**src/rtl/core/cst_pkg.sv**
```systemverilog
// Shared types, constants and character/keyword helpers for the C-subset token scanner.
package cst_pkg;

	// Default configuration
	localparam int KEYWORD_PREFIX_CHARS_DEF = 6;
	localparam int LENGTH_LIMIT_DEF         = 255;
	localparam int QUEUE_DEPTH_DEF          = 4;

	// Token kinds
	localparam logic [5:0] KIND_END      = 6'd0;
	localparam logic [5:0] KIND_IDENT    = 6'd1;
	localparam logic [5:0] KIND_NUMBER   = 6'd2;
	localparam logic [5:0] KIND_KEYWORD0 = 6'd3;
	localparam logic [5:0] KIND_SINGLE0  = 6'd17;
	localparam logic [5:0] KIND_ILLEGAL  = 6'd38;

	// Operator kinds that follow the single-character operators
	localparam logic [5:0] KIND_LOR    = 6'd28;
	localparam logic [5:0] KIND_LAND   = 6'd29;
	localparam logic [5:0] KIND_EQ     = 6'd30;
	localparam logic [5:0] KIND_ASSIGN = 6'd31;
	localparam logic [5:0] KIND_NE     = 6'd32;
	localparam logic [5:0] KIND_NOT    = 6'd33;
	localparam logic [5:0] KIND_LE     = 6'd34;
	localparam logic [5:0] KIND_LT     = 6'd35;
	localparam logic [5:0] KIND_GE     = 6'd36;
	localparam logic [5:0] KIND_GT     = 6'd37;

	// Number of keywords and two-character operator leaders
	localparam int NUM_KEYWORDS = 14;
	localparam int NUM_PEND     = 6;
	localparam int NUM_SINGLE   = 11;

	// Character classes
	typedef enum logic [2:0] {
		CLS_ALPHA  = 3'd0,
		CLS_DIGIT  = 3'd1,
		CLS_SPACE  = 3'd2,
		CLS_PEND   = 3'd3,
		CLS_SINGLE = 3'd4,
		CLS_OTHER  = 3'd5
	} cls_t;

	// One classified input item
	typedef struct packed {
		logic       eoi;
		cls_t       cls;
		logic [3:0] idx;
		logic [7:0] ch;
	} item_t;

	// Pending operator index of the character that completes the pair
	localparam logic [2:0] PEND_BAR = 3'd0;
	localparam logic [2:0] PEND_AMP = 3'd1;
	localparam logic [2:0] PEND_EQ  = 3'd2;

	// Kinds for a pending operator: as a pair and on its own
	localparam logic [5:0] PEND_PAIR_KIND [NUM_PEND] = '{
		KIND_LOR, KIND_LAND, KIND_EQ, KIND_NE, KIND_LE, KIND_GE
	};
	localparam logic [5:0] PEND_ALONE_KIND [NUM_PEND] = '{
		KIND_ILLEGAL, KIND_ILLEGAL, KIND_ASSIGN, KIND_NOT, KIND_LT, KIND_GT
	};

	// Keyword text, first character in the low byte (strings are written reversed)
	localparam logic [47:0] KW_TEXT [NUM_KEYWORDS] = '{
		{16'h0, "loob"}, {32'h0, "od"}, {16'h0, "esle"}, {8'h0, "eslaf"},
		{8'h0, "taolf"}, {24'h0, "rof"}, {32'h0, "fi"}, {24'h0, "tni"},
		"ftnirp", "nruter", {8'h0, "fnacs"}, {16'h0, "eurt"},
		{16'h0, "diov"}, {8'h0, "elihw"}
	};
	localparam logic [2:0] KW_LEN [NUM_KEYWORDS] = '{
		3'd4, 3'd2, 3'd4, 3'd5, 3'd5, 3'd3, 3'd2, 3'd3,
		3'd6, 3'd6, 3'd5, 3'd4, 3'd4, 3'd5
	};

	// Classify one source byte
	function automatic item_t classify(input logic [7:0] ch, input logic eoi);
		item_t it;
		it.eoi = eoi;
		it.ch  = ch;
		it.idx = 4'd0;
		it.cls = CLS_OTHER;
		if ((ch >= "a" && ch <= "z") || (ch >= "A" && ch <= "Z")) begin
			it.cls = CLS_ALPHA;
		end else if (ch >= "0" && ch <= "9") begin
			it.cls = CLS_DIGIT;
		end else begin
			unique case (ch)
				" ", 8'h09, 8'h0a, 8'h0d: it.cls = CLS_SPACE;
				"|": begin it.cls = CLS_PEND; it.idx = 4'd0; end
				"&": begin it.cls = CLS_PEND; it.idx = 4'd1; end
				"=": begin it.cls = CLS_PEND; it.idx = 4'd2; end
				"!": begin it.cls = CLS_PEND; it.idx = 4'd3; end
				"<": begin it.cls = CLS_PEND; it.idx = 4'd4; end
				">": begin it.cls = CLS_PEND; it.idx = 4'd5; end
				"+": begin it.cls = CLS_SINGLE; it.idx = 4'd0; end
				"-": begin it.cls = CLS_SINGLE; it.idx = 4'd1; end
				"*": begin it.cls = CLS_SINGLE; it.idx = 4'd2; end
				"/": begin it.cls = CLS_SINGLE; it.idx = 4'd3; end
				"%": begin it.cls = CLS_SINGLE; it.idx = 4'd4; end
				"(": begin it.cls = CLS_SINGLE; it.idx = 4'd5; end
				")": begin it.cls = CLS_SINGLE; it.idx = 4'd6; end
				"{": begin it.cls = CLS_SINGLE; it.idx = 4'd7; end
				"}": begin it.cls = CLS_SINGLE; it.idx = 4'd8; end
				",": begin it.cls = CLS_SINGLE; it.idx = 4'd9; end
				";": begin it.cls = CLS_SINGLE; it.idx = 4'd10; end
				default: it.cls = CLS_OTHER;
			endcase
		end
		return it;
	endfunction

	// Word kind from the first six characters and the exact length
	function automatic logic [5:0] keyword_kind(input logic [47:0] pfx, input logic [15:0] len);
		logic [5:0] kind;
		kind = KIND_IDENT;
		for (int k = 0; k < NUM_KEYWORDS; k++) begin
			if (len == 16'(KW_LEN[k]) && pfx == KW_TEXT[k]) begin
				kind = KIND_KEYWORD0 + 6'(k);
			end
		end
		return kind;
	endfunction

endpackage

```
**src/rtl/core/c_subset_token_scanner.sv**
```systemverilog
// Top level of the C-subset token scanner: front, item queue, scanner, token queue.
//
//   channel   direction  handshake     payload
//   source    in         push / full   character, end_of_input
//   tokens    out        pop / empty   token_kind, token_start, token_length, last_of_run
//
// One source byte is taken per cycle while full is low. An item that causes two
// tokens holds the scanner until both are written, since the scanner writes one
// token per cycle into the token queue while it has room. A token passes through the
// front stage, the item queue, the scanner and the token queue to the outputs. Reset
// clears the scan state, position and both queues at once; no clearing pass follows.
// A stalled consumer fills the token queue, then the item queue, then raises full.
module c_subset_token_scanner #(
	parameter int KEYWORD_PREFIX_CHARS = cst_pkg::KEYWORD_PREFIX_CHARS_DEF,
	parameter int LENGTH_LIMIT         = cst_pkg::LENGTH_LIMIT_DEF,
	parameter int QUEUE_DEPTH          = cst_pkg::QUEUE_DEPTH_DEF,
	parameter int CNT_W                = $clog2(LENGTH_LIMIT + 1)
) (
	input  logic             clk,
	input  logic             arst_n,
	input  logic             push,
	output logic             full,
	input  logic [7:0]       character,
	input  logic             end_of_input,
	output logic             empty,
	input  logic             pop,
	output logic [5:0]       token_kind,
	output logic [31:0]      token_start,
	output logic [CNT_W-1:0] token_length,
	output logic             last_of_run
);
	import cst_pkg::*;

	localparam int TOK_W = 6 + 32 + CNT_W + 1;

	item_t            front_item, head_item;
	logic             front_valid, item_full, item_empty, item_pop;
	logic             tok_push, tok_full, tok_last;
	logic [5:0]       tok_kind;
	logic [31:0]      tok_start;
	logic [CNT_W-1:0] tok_length;
	logic [TOK_W-1:0] tok_word, out_word;
	logic [$bits(item_t)-1:0] head_bits;

	// Accept and classify
	cst_front u_front (
		.clk          (clk),
		.arst_n       (arst_n),
		.push         (push),
		.full         (full),
		.character    (character),
		.end_of_input (end_of_input),
		.item_valid   (front_valid),
		.item         (front_item),
		.item_full    (item_full)
	);

	// Classified items between front and scanner
	cst_queue #(.WIDTH($bits(item_t)), .DEPTH(QUEUE_DEPTH)) u_item_queue (
		.clk     (clk),
		.arst_n  (arst_n),
		.wr_en   (front_valid),
		.wr_data (front_item),
		.full    (item_full),
		.rd_en   (item_pop),
		.rd_data (head_bits),
		.empty   (item_empty)
	);

	assign head_item = item_t'(head_bits);

	// Scan into tokens
	cst_back #(
		.KEYWORD_PREFIX_CHARS (KEYWORD_PREFIX_CHARS),
		.LENGTH_LIMIT         (LENGTH_LIMIT),
		.CNT_W                (CNT_W)
	) u_back (
		.clk        (clk),
		.arst_n     (arst_n),
		.in_valid   (!item_empty),
		.in_item    (head_item),
		.in_pop     (item_pop),
		.tok_push   (tok_push),
		.tok_full   (tok_full),
		.tok_kind   (tok_kind),
		.tok_start  (tok_start),
		.tok_length (tok_length),
		.tok_last   (tok_last)
	);

	// Token queue toward the consumer
	assign tok_word = {tok_kind, tok_start, tok_length, tok_last};

	cst_queue #(.WIDTH(TOK_W), .DEPTH(QUEUE_DEPTH)) u_tok_queue (
		.clk     (clk),
		.arst_n  (arst_n),
		.wr_en   (tok_push),
		.wr_data (tok_word),
		.full    (tok_full),
		.rd_en   (pop),
		.rd_data (out_word),
		.empty   (empty)
	);

	assign {token_kind, token_start, token_length, last_of_run} = out_word;
endmodule

```
**src/rtl/core/cst_queue.sv**
```systemverilog
// Small synchronous queue with registered occupancy flags.
module cst_queue #(
	parameter int WIDTH = 8,
	parameter int DEPTH = 4
) (
	input  logic             clk,
	input  logic             arst_n,
	input  logic             wr_en,
	input  logic [WIDTH-1:0] wr_data,
	output logic             full,
	input  logic             rd_en,
	output logic [WIDTH-1:0] rd_data,
	output logic             empty
);
	localparam int PTR_W = (DEPTH > 1) ? $clog2(DEPTH) : 1;
	localparam int CNT_W = $clog2(DEPTH + 1);

	logic [WIDTH-1:0] mem_q [DEPTH];
	logic [PTR_W-1:0] wr_ptr_q, rd_ptr_q;
	logic [CNT_W-1:0] count_q;
	logic             do_wr, do_rd;

	assign full    = (count_q == CNT_W'(DEPTH));
	assign empty   = (count_q == '0);
	assign do_wr   = wr_en && !full;
	assign do_rd   = rd_en && !empty;
	assign rd_data = mem_q[rd_ptr_q];

	// Storage
	always_ff @(posedge clk) begin
		if (do_wr) begin
			mem_q[wr_ptr_q] <= wr_data;
		end
	end

	// Pointers and occupancy
	always_ff @(posedge clk or negedge arst_n) begin
		if (!arst_n) begin
			wr_ptr_q <= '0;
			rd_ptr_q <= '0;
			count_q  <= '0;
		end else begin
			if (do_wr) begin
				wr_ptr_q <= (wr_ptr_q == PTR_W'(DEPTH - 1)) ? '0 : wr_ptr_q + 1'b1;
			end
			if (do_rd) begin
				rd_ptr_q <= (rd_ptr_q == PTR_W'(DEPTH - 1)) ? '0 : rd_ptr_q + 1'b1;
			end
			if (do_wr && !do_rd) begin
				count_q <= count_q + 1'b1;
			end else if (do_rd && !do_wr) begin
				count_q <= count_q - 1'b1;
			end
		end
	end

	// Occupancy never exceeds the depth
	a_count_bound: assert property (@(posedge clk) disable iff (!arst_n)
		count_q <= CNT_W'(DEPTH))
		else $error("queue occupancy above depth");

	// A write while full is dropped, so occupancy holds
	a_full_hold: assert property (@(posedge clk) disable iff (!arst_n)
		full && !rd_en |=> full)
		else $error("queue lost full state without a read");

	// A read while not empty frees one entry
	a_read_frees: assert property (@(posedge clk) disable iff (!arst_n)
		do_rd && !do_wr |=> !full)
		else $error("queue still full after a read");
endmodule

```
**src/rtl/core/cst_front.sv**
```systemverilog
// Front end: accepts source bytes, classifies them and feeds the item queue.
module cst_front (
	input  logic          clk,
	input  logic          arst_n,
	input  logic          push,
	output logic          full,
	input  logic [7:0]    character,
	input  logic          end_of_input,
	output logic          item_valid,
	output cst_pkg::item_t item,
	input  logic          item_full
);
	import cst_pkg::*;

	logic  valid_s1;
	item_t item_s1;
	logic  take;

	// Stage one holds its item until the queue has room
	assign full       = valid_s1 && item_full;
	assign take       = push && !full;
	assign item_valid = valid_s1;
	assign item       = item_s1;

	always_ff @(posedge clk or negedge arst_n) begin
		if (!arst_n) begin
			valid_s1 <= 1'b0;
		end else if (take) begin
			valid_s1 <= 1'b1;
		end else if (!item_full) begin
			valid_s1 <= 1'b0;
		end
	end

	always_ff @(posedge clk) begin
		if (take) begin
			item_s1 <= classify(character, end_of_input);
		end
	end

	// A held item stays put while the queue is full
	a_hold: assert property (@(posedge clk) disable iff (!arst_n)
		valid_s1 && item_full |=> valid_s1 && $stable(item_s1))
		else $error("front item changed while stalled");

	// Stage one is refilled only through an input transfer
	a_fill: assert property (@(posedge clk) disable iff (!arst_n)
		!valid_s1 && !push |=> !valid_s1)
		else $error("front stage filled without a transfer");

	// Stage one drains when the queue takes it and nothing new arrives
	a_drain: assert property (@(posedge clk) disable iff (!arst_n)
		valid_s1 && !item_full && !push |=> !valid_s1)
		else $error("front stage did not drain");
endmodule

```
**src/rtl/core/cst_back.sv**
```systemverilog
// Back end: scan state machine that turns classified items into tokens.
module cst_back #(
	parameter int KEYWORD_PREFIX_CHARS = cst_pkg::KEYWORD_PREFIX_CHARS_DEF,
	parameter int LENGTH_LIMIT         = cst_pkg::LENGTH_LIMIT_DEF,
	parameter int CNT_W                = $clog2(LENGTH_LIMIT + 1)
) (
	input  logic             clk,
	input  logic             arst_n,
	input  logic             in_valid,
	input  cst_pkg::item_t   in_item,
	output logic             in_pop,
	output logic             tok_push,
	input  logic             tok_full,
	output logic [5:0]       tok_kind,
	output logic [31:0]      tok_start,
	output logic [CNT_W-1:0] tok_length,
	output logic             tok_last
);
	import cst_pkg::*;

	localparam int PFX_W = 8 * KEYWORD_PREFIX_CHARS;
	localparam logic [CNT_W-1:0] LIMIT = CNT_W'(LENGTH_LIMIT);

	typedef enum logic [3:0] {
		MODE_IDLE   = 4'b0001,
		MODE_WORD   = 4'b0010,
		MODE_NUMBER = 4'b0100,
		MODE_PEND   = 4'b1000
	} mode_t;

	// One token candidate
	typedef struct packed {
		logic             valid;
		logic [5:0]       kind;
		logic [31:0]      start;
		logic [CNT_W-1:0] len;
	} tok_t;

	mode_t            mode_q, mode_d;
	logic [2:0]       pend_q, pend_d;
	logic [PFX_W-1:0] prefix_q, prefix_d;
	logic [CNT_W-1:0] count_q, count_d;
	logic [31:0]      lex_start_q, lex_start_d;
	logic [31:0]      pos_q;
	logic             phase_q;

	tok_t       flush_tok, tok_a, tok_b, tok_out;
	logic       two, any, advance;
	logic [2:0] pair_idx;
	logic       extend, start_lex;
	logic [7:0] ch;

	assign ch       = in_item.ch;
	assign pair_idx = (pend_q == PEND_BAR || pend_q == PEND_AMP) ? pend_q : PEND_EQ;

	// Token for whatever lexeme is pending
	always_comb begin
		flush_tok.valid = (mode_q != MODE_IDLE);
		flush_tok.start = lex_start_q;
		flush_tok.len   = count_q;
		flush_tok.kind  = KIND_NUMBER;
		unique case (mode_q)
			MODE_WORD:   flush_tok.kind = keyword_kind(prefix_q[47:0], 16'(count_q));
			MODE_NUMBER: flush_tok.kind = KIND_NUMBER;
			MODE_PEND: begin
				flush_tok.kind = PEND_ALONE_KIND[pend_q];
				flush_tok.len  = CNT_W'(1);
			end
			default: flush_tok.kind = KIND_NUMBER;
		endcase
	end

	// Tokens caused by the head item and the next scan state
	always_comb begin
		tok_a       = '0;
		tok_b       = '0;
		mode_d      = mode_q;
		pend_d      = pend_q;
		prefix_d    = prefix_q;
		count_d     = count_q;
		lex_start_d = lex_start_q;
		extend      = 1'b0;
		start_lex   = 1'b0;
		if (in_item.eoi) begin
			tok_a  = flush_tok;
			tok_b  = '{valid: 1'b1, kind: KIND_END, start: pos_q, len: '0};
			mode_d = MODE_IDLE;
		end else if ((mode_q == MODE_WORD &&
				(in_item.cls == CLS_ALPHA || in_item.cls == CLS_DIGIT)) ||
				(mode_q == MODE_NUMBER && in_item.cls == CLS_DIGIT)) begin
			extend = 1'b1;
		end else if (mode_q == MODE_PEND && in_item.cls == CLS_PEND &&
				in_item.idx[2:0] == pair_idx) begin
			tok_b  = '{valid: 1'b1, kind: PEND_PAIR_KIND[pend_q], start: lex_start_q,
				len: CNT_W'(2)};
			mode_d = MODE_IDLE;
		end else begin
			tok_a  = flush_tok;
			mode_d = MODE_IDLE;
			case (in_item.cls)
				CLS_SPACE: ;
				CLS_ALPHA: begin
					mode_d    = MODE_WORD;
					start_lex = 1'b1;
				end
				CLS_DIGIT: begin
					mode_d    = MODE_NUMBER;
					start_lex = 1'b1;
				end
				CLS_PEND: begin
					mode_d    = MODE_PEND;
					pend_d    = in_item.idx[2:0];
					start_lex = 1'b1;
				end
				CLS_SINGLE: tok_b = '{valid: 1'b1, kind: KIND_SINGLE0 + 6'(in_item.idx),
					start: pos_q, len: CNT_W'(1)};
				default: tok_b = '{valid: 1'b1, kind: KIND_ILLEGAL, start: pos_q,
					len: CNT_W'(1)};
			endcase
		end
		// Lexeme text bookkeeping
		if (start_lex) begin
			prefix_d    = PFX_W'(ch);
			count_d     = CNT_W'(1);
			lex_start_d = pos_q;
		end else if (extend) begin
			for (int b = 0; b < KEYWORD_PREFIX_CHARS; b++) begin
				if (count_q == CNT_W'(b)) begin
					prefix_d[8*b +: 8] = ch;
				end
			end
			if (count_q < LIMIT) begin
				count_d = count_q + 1'b1;
			end
		end
	end

	// Output one token per cycle while the queue has room; a two-token item sends tok_a, then tok_b
	assign two      = tok_a.valid && tok_b.valid;
	assign any      = tok_a.valid || tok_b.valid;
	assign tok_out  = (phase_q || !tok_a.valid) ? tok_b : tok_a;
	assign tok_push = in_valid && any && !tok_full;
	assign advance  = in_valid && (!any || !tok_full) && (phase_q || !two);
	assign in_pop   = advance;

	assign tok_kind   = tok_out.kind;
	assign tok_start  = tok_out.start;
	assign tok_length = tok_out.len;
	assign tok_last   = phase_q || !two;

	// Scan state
	always_ff @(posedge clk or negedge arst_n) begin
		if (!arst_n) begin
			mode_q      <= MODE_IDLE;
			pend_q      <= '0;
			prefix_q    <= '0;
			count_q     <= '0;
			lex_start_q <= '0;
			pos_q       <= '0;
			phase_q     <= 1'b0;
		end else begin
			if (advance) begin
				mode_q      <= mode_d;
				pend_q      <= pend_d;
				prefix_q    <= prefix_d;
				count_q     <= count_d;
				lex_start_q <= lex_start_d;
				if (!in_item.eoi) begin
					pos_q <= pos_q + 32'd1;
				end
				phase_q <= 1'b0;
			end else if (in_valid && !tok_full && two && !phase_q) begin
				phase_q <= 1'b1;
			end
		end
	end

	// A token is only written into a queue with room
	a_push_room: assert property (@(posedge clk) disable iff (!arst_n)
		tok_push |-> !tok_full)
		else $error("token written into full queue");

	// The second half of a two-token item still has its item at the head
	a_phase_item: assert property (@(posedge clk) disable iff (!arst_n)
		phase_q |-> in_valid)
		else $error("second token without its item");

	// Pending operator index stays in range
	a_pend_range: assert property (@(posedge clk) disable iff (!arst_n)
		mode_q == MODE_PEND |-> pend_q < 3'(NUM_PEND))
		else $error("pending operator index out of range");

	// Lexeme length never passes its limit
	a_count_limit: assert property (@(posedge clk) disable iff (!arst_n)
		count_q <= LIMIT)
		else $error("lexeme length above limit");
endmodule
```
**config.mk**
```make
export PLATFORM = sky130hd
export DESIGN_NAME = c_subset_token_scanner
export DESIGN_NICKNAME = d
export VERILOG_FILES = /design/src/rtl/core/cst_pkg.sv /design/src/rtl/core/c_subset_token_scanner.sv /design/src/rtl/core/cst_queue.sv /design/src/rtl/core/cst_front.sv /design/src/rtl/core/cst_back.sv
export SDC_FILE = /design/constraint.sdc
export NUM_CORES = 1
export LEC_CHECK = 0
export ABC_AREA = 1
export BUFFER_PORTS_ARGS = -buffer_cell sky130_fd_sc_hd__buf_2
export CAP_MARGIN = 25
export CORE_MARGIN = 4
export CORE_UTILIZATION = 55
export DETAILED_ROUTE_END_ITERATION = 10
export PLACE_DENSITY = 0.72
export SLEW_MARGIN = 20
export SYNTH_ARGS = -nofsm -noshare
export SYNTH_HDL_FRONTEND = slang
export SYNTH_SLANG_ARGS = --single-unit
```
**constraint.sdc**
```tcl
create_clock -name clk -period 10.95 [get_ports clk]
set_input_delay 0 -clock clk [delete_from_list [all_inputs] [get_ports clk]]
set_output_delay 0 -clock clk [all_outputs]
set_load 0.05 [all_outputs]
```
==> results.yml, run 1 <==
outcome:
  status: "complete, no violations"
cells_and_area:
  fill_cells: 2962
  final_nets: 2199
  seqCellArea_sq_mm: 0.0116
  multiInputGateArea_sq_mm: 0.00713
  layoutNonFillerInstCount: 2660
  diodes: 0
  syn2layout_area_growth_pct: 10.3
  drive_gt1_share_pct: 8.96
timing:
  tightestPinTransition_ns: 0.981
  fin_crit_sh_pct: 49.3
  finalHoldViolCount: 0
  post-route-min-period_ns: 5.40
  slew_violations: 0
  worst_slack_ns: 5.55
  tns_ns: 0
  fin_worst_skew_ns: 0.0188
  fmax_mhz: 185
  setup-violations-final: 0
  rsz0062_at_grt: "no"
  slew_headroom_pct: 34.5
job:
  drv_cap: 0
setup_path:
  worst_ep_required_time_ns: 11.39
  worst_setup_path_end_kind: "register"
  path_max_fanout: 78
  cp.arrival_ns: 5.84
  worst-setup-path-type: "reg -> reg"
  critPathMaxStageDelay_ns: 0.76
  critPathSlowestCell: "nand3_2"
  start_kind: "register"
  worstPathCellList: "inv_2 -> nand3_1 -> and2_1 -> inv_4 -> nand2_2 -> inv_2 -> nand2_2 -> nand4_4 -> buf_4 -> buf_4 -> nand3_2 -> nand2_1 -> nand2_1"
synthesis:
  synth-seq-area-share_pct: 58.3
  synth_edf_count: 268
  synth_area_sq_mm: 0.0199
  ys_top_cells_by_area: "edfxtp_1 40%, dfrtp_1 18%, nand2_1 9.9%"
  yosys_warnings: 0
  yosysTopAreaCell: "edfxtp_1"
  yosysMostFrequentCell: "nand2_1"
  yosysTopAreaCellShare_pct: 40.4
  syn_nets: 2161
  synth_area_per_cell_sq_um: 9.37
  ys_async_sr_fraction_pct: 34.8
  synth_ff_type: "edfxtp_1"
  ys_types: 48
  synth_top_cells_by_count: "527 x nand2_1, 268 x edfxtp_1, 255 x nor2_1"
  syn_inst: 2128
  synth_seq_cells: 411
clocking:
  cts.root.buffer_cell: "clkbuf_16"
  cts_setup_buffers: 0
  clk_pin_slew_ns: 0.06
  cts_sinks: 411
  clkLatencyLatePin_ns: 0.56
  cts.repair.resized: 0
  cts_tree: "yes"
  cts-hold-fix-buffers: 12
  clk_path_buf_depth: 3
  cts_buffers: 43
  cts_max_level: 2
die:
  boundaryPins: 62
  die_h_microns: 198
  fp.dieW_microns: 198
  die_area_sq_mm: 0.0393
  start_util_pct: 55.9
  core_area_sq_mm: 0.0357
  std_cell_rows: 69
pwr:
  power.density_mw_per_mm2: 335
  p_leak_nw: 9.29
  ir_worst_vdd_v: 0.000189
  finalPower_mw: 7.37
place:
  numPortBuffers: 61
  routabilityCongestion: 0.963
  post-dp-hpwl_microns: 32400
  dp.cells: 2569
  dp_slack_ns: 5.66
global_route:
  grt_max_degree: 97
  grt_use_total_pct: 25.1
  grt_pass1_vias: 14700
  antenna_found_initial: 0
  overflow: 0
  grt_first_pass_wirelength_microns: 78600
worst_hold_path:
  hp-class: "in -> async"
route:
  viasPerCell: 5.80
  dr.pass1.iters: 8
  ant_nets: 0
  wire_per_inst_microns: 18.5
  routed_wl_microns: 49300
  drc: 0
  num_vias: 15400
  first_iter_violations: 1379
## report_power, final
part / total, mW / switching, mW / internal [mW]
registers: 2.53 / 0.224 / 2.30
clock network: 1.46 / 0.603 / 0.855
logic: 3.38 / 2.65 / 0.731
## through the flow
| stage | hold slack, ns | utilization, % | area [sq um] |
|---|---|---|---|
| CTS | 0.131 | 61.6 | 22000 |
| floorplan | -0.296 | - | 19900 |
| global placement | 0.147 | 57.3 | 20400 |
| global route | 0.177 | 61.7 | 22000 |
| detailed placement | 0.150 | 57.3 | 20400 |
| finish | 0.114 | 61.7 | 22000 |
## flip-flops by register name, indices dropped and copies added (netlist names), 3 cells and up
register	flops
u_tok_queue.mem_q	188
u_item_queue.mem_q	64
u_back.prefix_q	48
u_back.lex_start_q	32
u_back.pos_q	32
u_front.item	16
u_back.count_q	8
u_back.mode_q	4
u_back.pend_q	3
u_item_queue.count_q	3
u_tok_queue.count_q	3
## cells in the final DEF, fill, tap and decap left out, types with 5 or more instances in the layout
cell / netlist / final
inv_2: 5 / 6
nor2_2: 0 / 5
a21oi_1: 12 / 12
nor3_1: 60 / 60
xor2_1: 34 / 34
a21oi_2: 7 / 7
nor4_1: 11 / 11
buf_4: 7 / 16
o21ai_0: 132 / 132
ha_1: 18 / 18
clkbuf_16: 0 / 43
o31ai_1: 26 / 26
clkinv_2: 0 / 7
inv_1: 171 / 169
nand4_1: 149 / 149
nand3b_1: 7 / 7
nand3_1: 94 / 94
nand3_2: 11 / 11
o22ai_1: 56 / 56
dlygate4sd3_1: 0 / 12
nor2_4: 1 / 5
edfxtp_1: 268 / 268
nand2_1: 527 / 527
nor2_1: 255 / 246
bufinv_16: 0 / 5
buf_2: 31 / 60
nand2_2: 6 / 6
dfrtp_1: 142 / 141
clkbuf_1: 42 / 8
clkinv_1: 0 / 5
## area by class of cell
type                    count  share of cell area (%)
flip-flops and latches    411                    52.9
multi-input cells        1442                    32.4
clock buffers              52                    5.09
inverters                 178                    3.06
well taps                 461                    2.62
repair buffers             90                    2.58
clock inverters            26                    1.30
## layer usage
layer	GRT usage [%]	vias up	part of all wire [%]	routed length (microns)
li1	-	7397	-	-
met1	34.7	7446	43	21300
met2	40.8	493	47	23400
met3	4.48	87	6.7	3290
met4	7.88	0	2.6	1300
met5	0	-	0	0
## critical path: cells and delay by family, from the launching register on
kind                   cells  cell delay (ns)
flip-flops                 1             0.62
AND/OR/NAND/NOR            8             2.11
buffers and inverters      5             2.46
## kinds of logic after synthesis
group                    count (synthesis)  synth area share, %
AND/OR/NAND/NOR                       1135                 25.3
flip-flops                             411                 58.3
buffers and inverters                  275                 6.13
AO/OA/AOI/OAI                          250                 7.29
XOR/XNOR                                37                 1.63
adder cells (fa/ha/maj)                 20                 1.33
## final timing paths
kind                                          startpoint                     end  slack, ns  cells after the start
worst max register to register  u_item_queue.rd_ptr_q[1]  u_back.lex_start_q[16]       5.55                     13
min in group clk                            end_of_input        u_front.item[15]       0.16                      2
max in group asynchronous                         arst_n     u_back.prefix_q[21]       9.59                      3
worst max-delay path            u_item_queue.rd_ptr_q[1]  u_back.lex_start_q[16]       5.55                     13
worst min register to register    u_back.lex_start_q[31]  u_back.lex_start_q[31]       0.47                      2
worst min-delay path                              arst_n  u_back.lex_start_q[21]       0.11                      2
(Power assumes the default switching activity.)
==> inputs of run 2 (changes only) <==
ABC_AREA = 0   (was 1)
PLACE_DENSITY = 0.75   (was 0.72)
clock period = 4.5 ns   (was 10.95 ns; I/O delays follow)
==> run 2 against run 1 <==
Setup slack got worse by 4.9 ns. First-iteration DRC count decreased by 26%. Global-route usage decreased by 3.9 points. Area after synthesis decreased by 9.9%. Clock-buffer cell count decreased by 1. Largest power group unchanged.
==> results.yml, run 2 <==
pwr:
  power_frac_clock_pct: 21.9
  p_int_mw: 9.58
  p_sw_share_pct: 39.3
  ir_worst_vdd_v: 0.000489
  pwr-share-comb_pct: 39.4
  p_leak_nw: 7.60
  switching_power_mw: 6.20
  sequentialPowerShare_pct: 38.7
  power.density_mw_per_mm2: 778
route:
  num_vias: 11000
  viasPerCell: 6.17
  wire_per_inst_microns: 20.9
  dr.pass1.iters: 6
  routed_wl_microns: 37200
  drc: 0
  ant_nets: 0
  first_iter_violations: 1017
cells_and_area:
  diodes: 0
  drive_gt1_share_pct: 20.9
  largest_register_ffs: 188
  utilization_pct: 63.6
  final_common_cell: "edfxtp_1"
  top_register: "u_tok_queue.mem_q"
  final_nets: 1342
  syn2layout_area_growth_pct: 13.0
  final_cell_mix: "268 x edfxtp_1, 140 x dfrtp_1, 77 x nand3_1"
  top_regs: "u_tok_queue.mem_q: 188 flops, u_item_queue.mem_q: 64 flops, u_back.prefix_q: 48 flops"
  layoutNonFillerInstCount: 1778
timing:
  tightestPinTransition_ns: 0.957
  fin_worst_skew_ns: 0.0218
  slew_headroom_pct: 35.3
  post-route-min-period_ns: 3.81
  setup-violations-final: 0
  tns_ns: 0
  fin_crit_sh_pct: 84.7
  finalHoldViolCount: 0
  fmax_mhz: 262
  whs_ns: 0.138
  slew_violations: 0
  worst_slack_ns: 0.690
  rsz0062_at_grt: "no"
synthesis:
  yosys_warnings: 0
  syn_nets: 1261
  yosysTopAreaCellShare_pct: 44.8
  synth_top_cells_by_count: "268 x edfxtp_1, 142 x dfrtp_1, 77 x nand3_1"
  ys_types: 75
  synth_edf_count: 268
  synth-seq-area-share_pct: 64.8
  synth_seq_cells: 411
  synth_area_per_cell_sq_um: 14.6
  syn_inst: 1228
  ys_top_cells_by_area: "edfxtp_1 45%, dfrtp_1 20%, mux4_2 7.9%"
  yosysTopAreaCell: "edfxtp_1"
  yosysMostFrequentCell: "edfxtp_1"
  synth_ff_type: "edfxtp_1"
  ys_async_sr_fraction_pct: 34.8
  synth_area_sq_mm: 0.0180
global_route:
  top_usage_layer: "met2"
  grt_pass1_vias: 10800
  grt_use_met3_pct: 2.80
  overflow: 0
  grt_max_degree: 97
  antenna_found_initial: 0
  grt_first_pass_wirelength_microns: 60500
  use_met2_pct: 35.7
  grt_use_total_pct: 21.1
  grt.met1_usage_pct: 29.3
place:
  dp_slack_ns: 0.675
  post-dp-hpwl_microns: 24100
  routabilityCongestion: 0.951
  numPortBuffers: 61
  dp.cells: 1687
setup_path:
  cp.buffers_inverters: 1
  critPathMaxStageDelay_ns: 0.88
  worstPathCellList: "mux4_2 -> mux2_2 -> o21ai_1 -> nand2_1 -> nand2_1 -> o31a_1 -> ha_1 -> inv_1 -> fa_1 -> xor2_1 -> nor2_1 -> xor2_1"
  critical-path-top-delay-family: "flip-flops"
  worst_setup_path_end_kind: "register"
  r2r_setup_slack_ns: 0.69
  cp.arrival_ns: 4.26
  path_max_fanout: 19
  r2r_end: "u_tok_queue.count_q[2]"
  start_kind: "register"
  worst_ep_required_time_ns: 4.95
  worst-setup-path-type: "reg -> reg"
  critPathSlowestCell: "dfrtp_1"
  worst_r2r_path_depth: 12
  reg2reg_from: "u_item_queue.rd_ptr_q[1]"
clocking:
  cts_max_level: 2
  clk_pin_slew_ns: 0.06
  cts_tree: "yes"
  cts_buffers: 42
  clk_path_buf_depth: 3
  clkLatencyLatePin_ns: 0.54
  cts_sinks: 411
  cts.root.buffer_cell: "clkbuf_16"
die:
  start_util_pct: 56.3
  boundaryPins: 62
  die_area_sq_mm: 0.0356
  std_cell_rows: 65
  die_h_microns: 189
  fp.dieW_microns: 189
  core_area_sq_mm: 0.0319
job:
  drv_cap: 0
outcome:
  status: "complete, no violations"
worst_hold_path:
  hp-class: "in -> async"
[run 2: changes by cell type after synthesis, sizes merged, moves of 30 or more]
cell,change
nand2,-466
nor2,-203
inv,-151
nand4,-127
o21ai,-71
mux4,+64
o22ai,-53
mux2,+50
a22o,+32
buf,-30
[run 2: kinds of logic (layout without fill, tap and decap cells)]
family,count (synthesis),count (layout),share of synthesized area [%]
muxes,121,121,11.6
and+or+nand+nor,381,381,11.6
adders and majority gates,20,20,1.48
xor gates and xnor gates,42,42,2.05
AOI/OAI and AO/OA,171,171,6.48
buffers and inverters,82,197,2.07
DFF,411,411,64.8
[run 2: per-layer routing]
metal  vias up  routed length [microns]
li1       4953                        -
met5         -                        0
met1      5537                    15900
met2       394                    18500
met4         0                      970
met3        81                     1880
[run 2: cell type report]
class,count,area [sq um]
clock inverters,27,262
flip-flops and latches,411,11600
clock buffers,51,1150
well taps,435,544
inverters,28,105
repair buffers,91,629
fillers,2307,11600
multi-input cells,735,5970
[run 2: worst max-delay path by stage]
stage                              from                       to  slack, ns  cells past startpoint
2_1_floorplan  u_item_queue.rd_ptr_q[0]  u_tok_queue.mem_q[0][0]       0.87                      8
3_3_place_gp   u_item_queue.rd_ptr_q[0]   u_tok_queue.count_q[2]       0.82                     12
3_5_place_dp   u_item_queue.rd_ptr_q[0]   u_tok_queue.count_q[2]       0.67                     12
4_1_cts        u_item_queue.rd_ptr_q[0]   u_tok_queue.count_q[2]       0.66                     12
5_1_grt        u_item_queue.rd_ptr_q[0]   u_tok_queue.count_q[2]       0.37                     12
6_report       u_item_queue.rd_ptr_q[1]   u_tok_queue.count_q[2]       0.69                     12
[run 2: power groups by stage]
stage / sequential (mW) / combinational, mW / clock (mW)
floorplan: 5.88 / 4.80 / 0
global placement: 6.16 / 6.08 / 0
detailed placement: 6.24 / 6.17 / 0
CTS: 6.18 / 6.20 / 3.53
global route: 6.24 / 6.65 / 3.72
finish: 6.11 / 6.21 / 3.46
[run 2: per-stage QoR]
| step | instance area, sq um | power (mW) |
|---|---|---|
| 2_1_floorplan | 18000 | 10.7 |
| 3_3_place_gp | 18700 | 12.2 |
| 3_5_place_dp | 18700 | 12.4 |
| 4_1_cts | 20300 | 15.9 |
| 5_1_grt | 20300 | 16.6 |
| 6_report | 20300 | 15.8 |
[run 2: repair_timing]
action,CTS,global route
resized for setup,0,0
endpoints found under the hold margin,111,0
hold buffers,12,0
setup buffers,0,0
==> inputs of run 3 (changes only) <==
PLACE_DENSITY = 0.72   (was 0.75)
clock period = 3.62 ns   (was 4.5 ns; I/O delays follow)
==> run 3 against run 2 <==
Sequential power up 25%. Hold slack lost 0.055 ns. Sequential share of layout area is 0.32 points lower. Die area is the same. Highest routed layer unchanged. Sequential cell count did not move.
==> results.yml, run 3 (synthesis results as in run 2) <==
clocking:
  cts.root.buffer_cell: "clkbuf_16"
  cts_buffers: 42
  cts_max_level: 2
  cts_sinks: 411
  clk_path_buf_depth: 3
  cts_tree: "yes"
  clkLatencyLatePin_ns: 0.55
  clk_pin_slew_ns: 0.06
job:
  drv_cap: 0
pwr:
  pwr-share-comb_pct: 40.4
  ir_worst_vdd_v: 0.000540
  p_int_mw: 11.9
  sequentialPowerShare_pct: 38.8
  p_sw_share_pct: 39.5
  power.density_mw_per_mm2: 962
  switching_power_mw: 7.76
  power_frac_clock_pct: 20.9
  p_leak_nw: 7.66
  finalPower_mw: 19.6
global_route:
  grt_max_degree: 84
  grt_pass1_vias: 11000
  overflow: 0
  grt_first_pass_wirelength_microns: 60000
  antenna_found_initial: 0
  grt_use_total_pct: 20.9
cells_and_area:
  diodes: 0
  top_register: "u_tok_queue.mem_q"
  seqCellArea_sq_mm: 0.0116
  top_regs: "u_tok_queue.mem_q: 188 flops, u_item_queue.mem_q: 64 flops, u_back.prefix_q: 48 flops"
  final_common_cell: "edfxtp_1"
  multiInputGateArea_sq_mm: 0.00596
  syn2layout_area_growth_pct: 13.7
  fill_cells: 2354
  final_cell_mix: "268 x edfxtp_1, 139 x dfrtp_1, 77 x nand3_1"
  drive_gt1_share_pct: 21.7
  utilization_pct: 64.0
  final_nets: 1365
  largest_register_ffs: 188
  stdcell_area_sq_mm: 0.0204
timing:
  tns_ns: 0
  slew_violations: 0
  finalHoldViolCount: 0
  slew_headroom_pct: 43.0
  fmax_mhz: 304
  fin_crit_sh_pct: 90.7
  setup-violations-final: 0
  tightestPinTransition_ns: 0.855
  rsz0062_at_grt: "no"
  fin_worst_skew_ns: 0.0298
  worst_slack_ns: 0.336
  post-route-min-period_ns: 3.28
setup_path:
  worst_setup_path_end_kind: "register"
  cp.arrival_ns: 3.68
  worstPathCellList: "buf_4 -> mux4_2 -> or2_4 -> or3_4 -> o21a_1 -> or3_1 -> nand3_1 -> o21ai_1"
  worst-setup-path-type: "reg -> reg"
  path_max_fanout: 16
  critPathSlowestCell: "or3_1"
  worst_ep_required_time_ns: 4.02
  start_kind: "register"
  critPathMaxStageDelay_ns: 0.64
route:
  wire_per_inst_microns: 20.6
  num_vias: 10900
  first_iter_violations: 852
  ant_nets: 0
  viasPerCell: 6.05
  routed_wl_microns: 37100
  dr.pass1.iters: 5
  drc: 0
die:
  fp.dieW_microns: 189
  die_h_microns: 189
  core_area_sq_mm: 0.0319
  boundaryPins: 62
  die_area_sq_mm: 0.0356
  start_util_pct: 56.3
  std_cell_rows: 65
worst_hold_path:
  hp-class: "in -> async"
place:
  dp_slack_ns: 0.0102
  post-dp-hpwl_microns: 24500
  numPortBuffers: 61
  place_area_sq_mm: 0.0190
  routabilityCongestion: 0.939
outcome:
  status: "complete, no violations"
==> run 3: changes by cell type in the layout (fill, tap and decap cells not counted), moves of 2 or more <==
cell and delta:
clkbuf_8 -3, clkinv_8 -2, clkbuf_1 +12, buf_4 +20, clkinv_1 -5, bufinv_16 -2, buf_12 +3, clkinv_2 -3
==> run 3: cell type report <==
class                   instances  share of cell area (%)
clock buffers                  59                    5.51
clock inverters                18                   0.944
inverters                      28                   0.515
multi-input cells             735                    29.2
flip-flops and latches        411                    57.0
well taps                     435                    2.67
repair buffers                114                    4.11
==> run 3: repair_timing <==
| action | 4_1_cts | 5_1_grt |
|---|---|---|
| resized for setup | 1 | 0 |
| pin swaps | 0 | 0 |
| hold endpoints to repair | 100 | 0 |
| hold buffers | 12 | 0 |
| buffers inserted | 0 | 2 |
| endpoints found under the setup margin | 1 | 1 |
==> run 3: path summary, 6_finish.rpt <==
kind / start / end / slack, ns / cells past startpoint
worst max-delay path: u_item_queue.rd_ptr_q[0] / u_back.prefix_q[47] / 0.34 / 8
worst min-delay path: arst_n / u_tok_queue.wr_ptr_q[0] / 0.08 / 2
worst max register to register: u_item_queue.rd_ptr_q[0] / u_back.prefix_q[47] / 0.34 / 8
worst min register to register: u_back.lex_start_q[9] / u_back.lex_start_q[9] / 0.48 / 2
max in group asynchronous: arst_n / u_back.pos_q[31] / 2.69 / 3
min in group clk: end_of_input / u_front.item[15] / 0.19 / 2
==> run 3: stage by stage <==
stage / hold slack (ns) / std cells
5_1_grt: 0.170 / 1800
6_report: 0.0836 / 1800
3_3_place_gp: 0.114 / 1709
4_1_cts: 0.121 / 1798
2_1_floorplan: -0.296 / 1228
3_5_place_dp: 0.118 / 1709
==> run 3: critical path: cells and delay by family, from the launching register on <==
family	cells	cell delay (ns)
DFF	1	0.41
AOI/OAI and AO/OA	2	0.43
and+or+nand+nor	4	1.49
buffers and inverters	1	0.20
muxes	1	0.62
==> run 3: per-layer routing <==
layer  wire length, microns  up-vias  part of all wire (%)  track usage (%)
li1                       -     5004                     -                -
met1                  15800     5491                    42             27.7
met2                  18700      321                    50             36.2
met3                   1720       79                   4.6             3.28
met4                    940        0                   2.5             6.14
met5                      0        -                     0                0
==> run 3: power by group through the flow <==
stage / Clock (mW) / Combinational, mW / Sequential [mW]
after detailed placement: 0 / 7.94 / 7.72
after CTS: 4.19 / 7.98 / 7.64
after floorplan: 0 / 5.97 / 7.28
after global placement: 0 / 7.84 / 7.63
after global routing: 4.39 / 8.47 / 7.77
final: 4.09 / 7.92 / 7.61
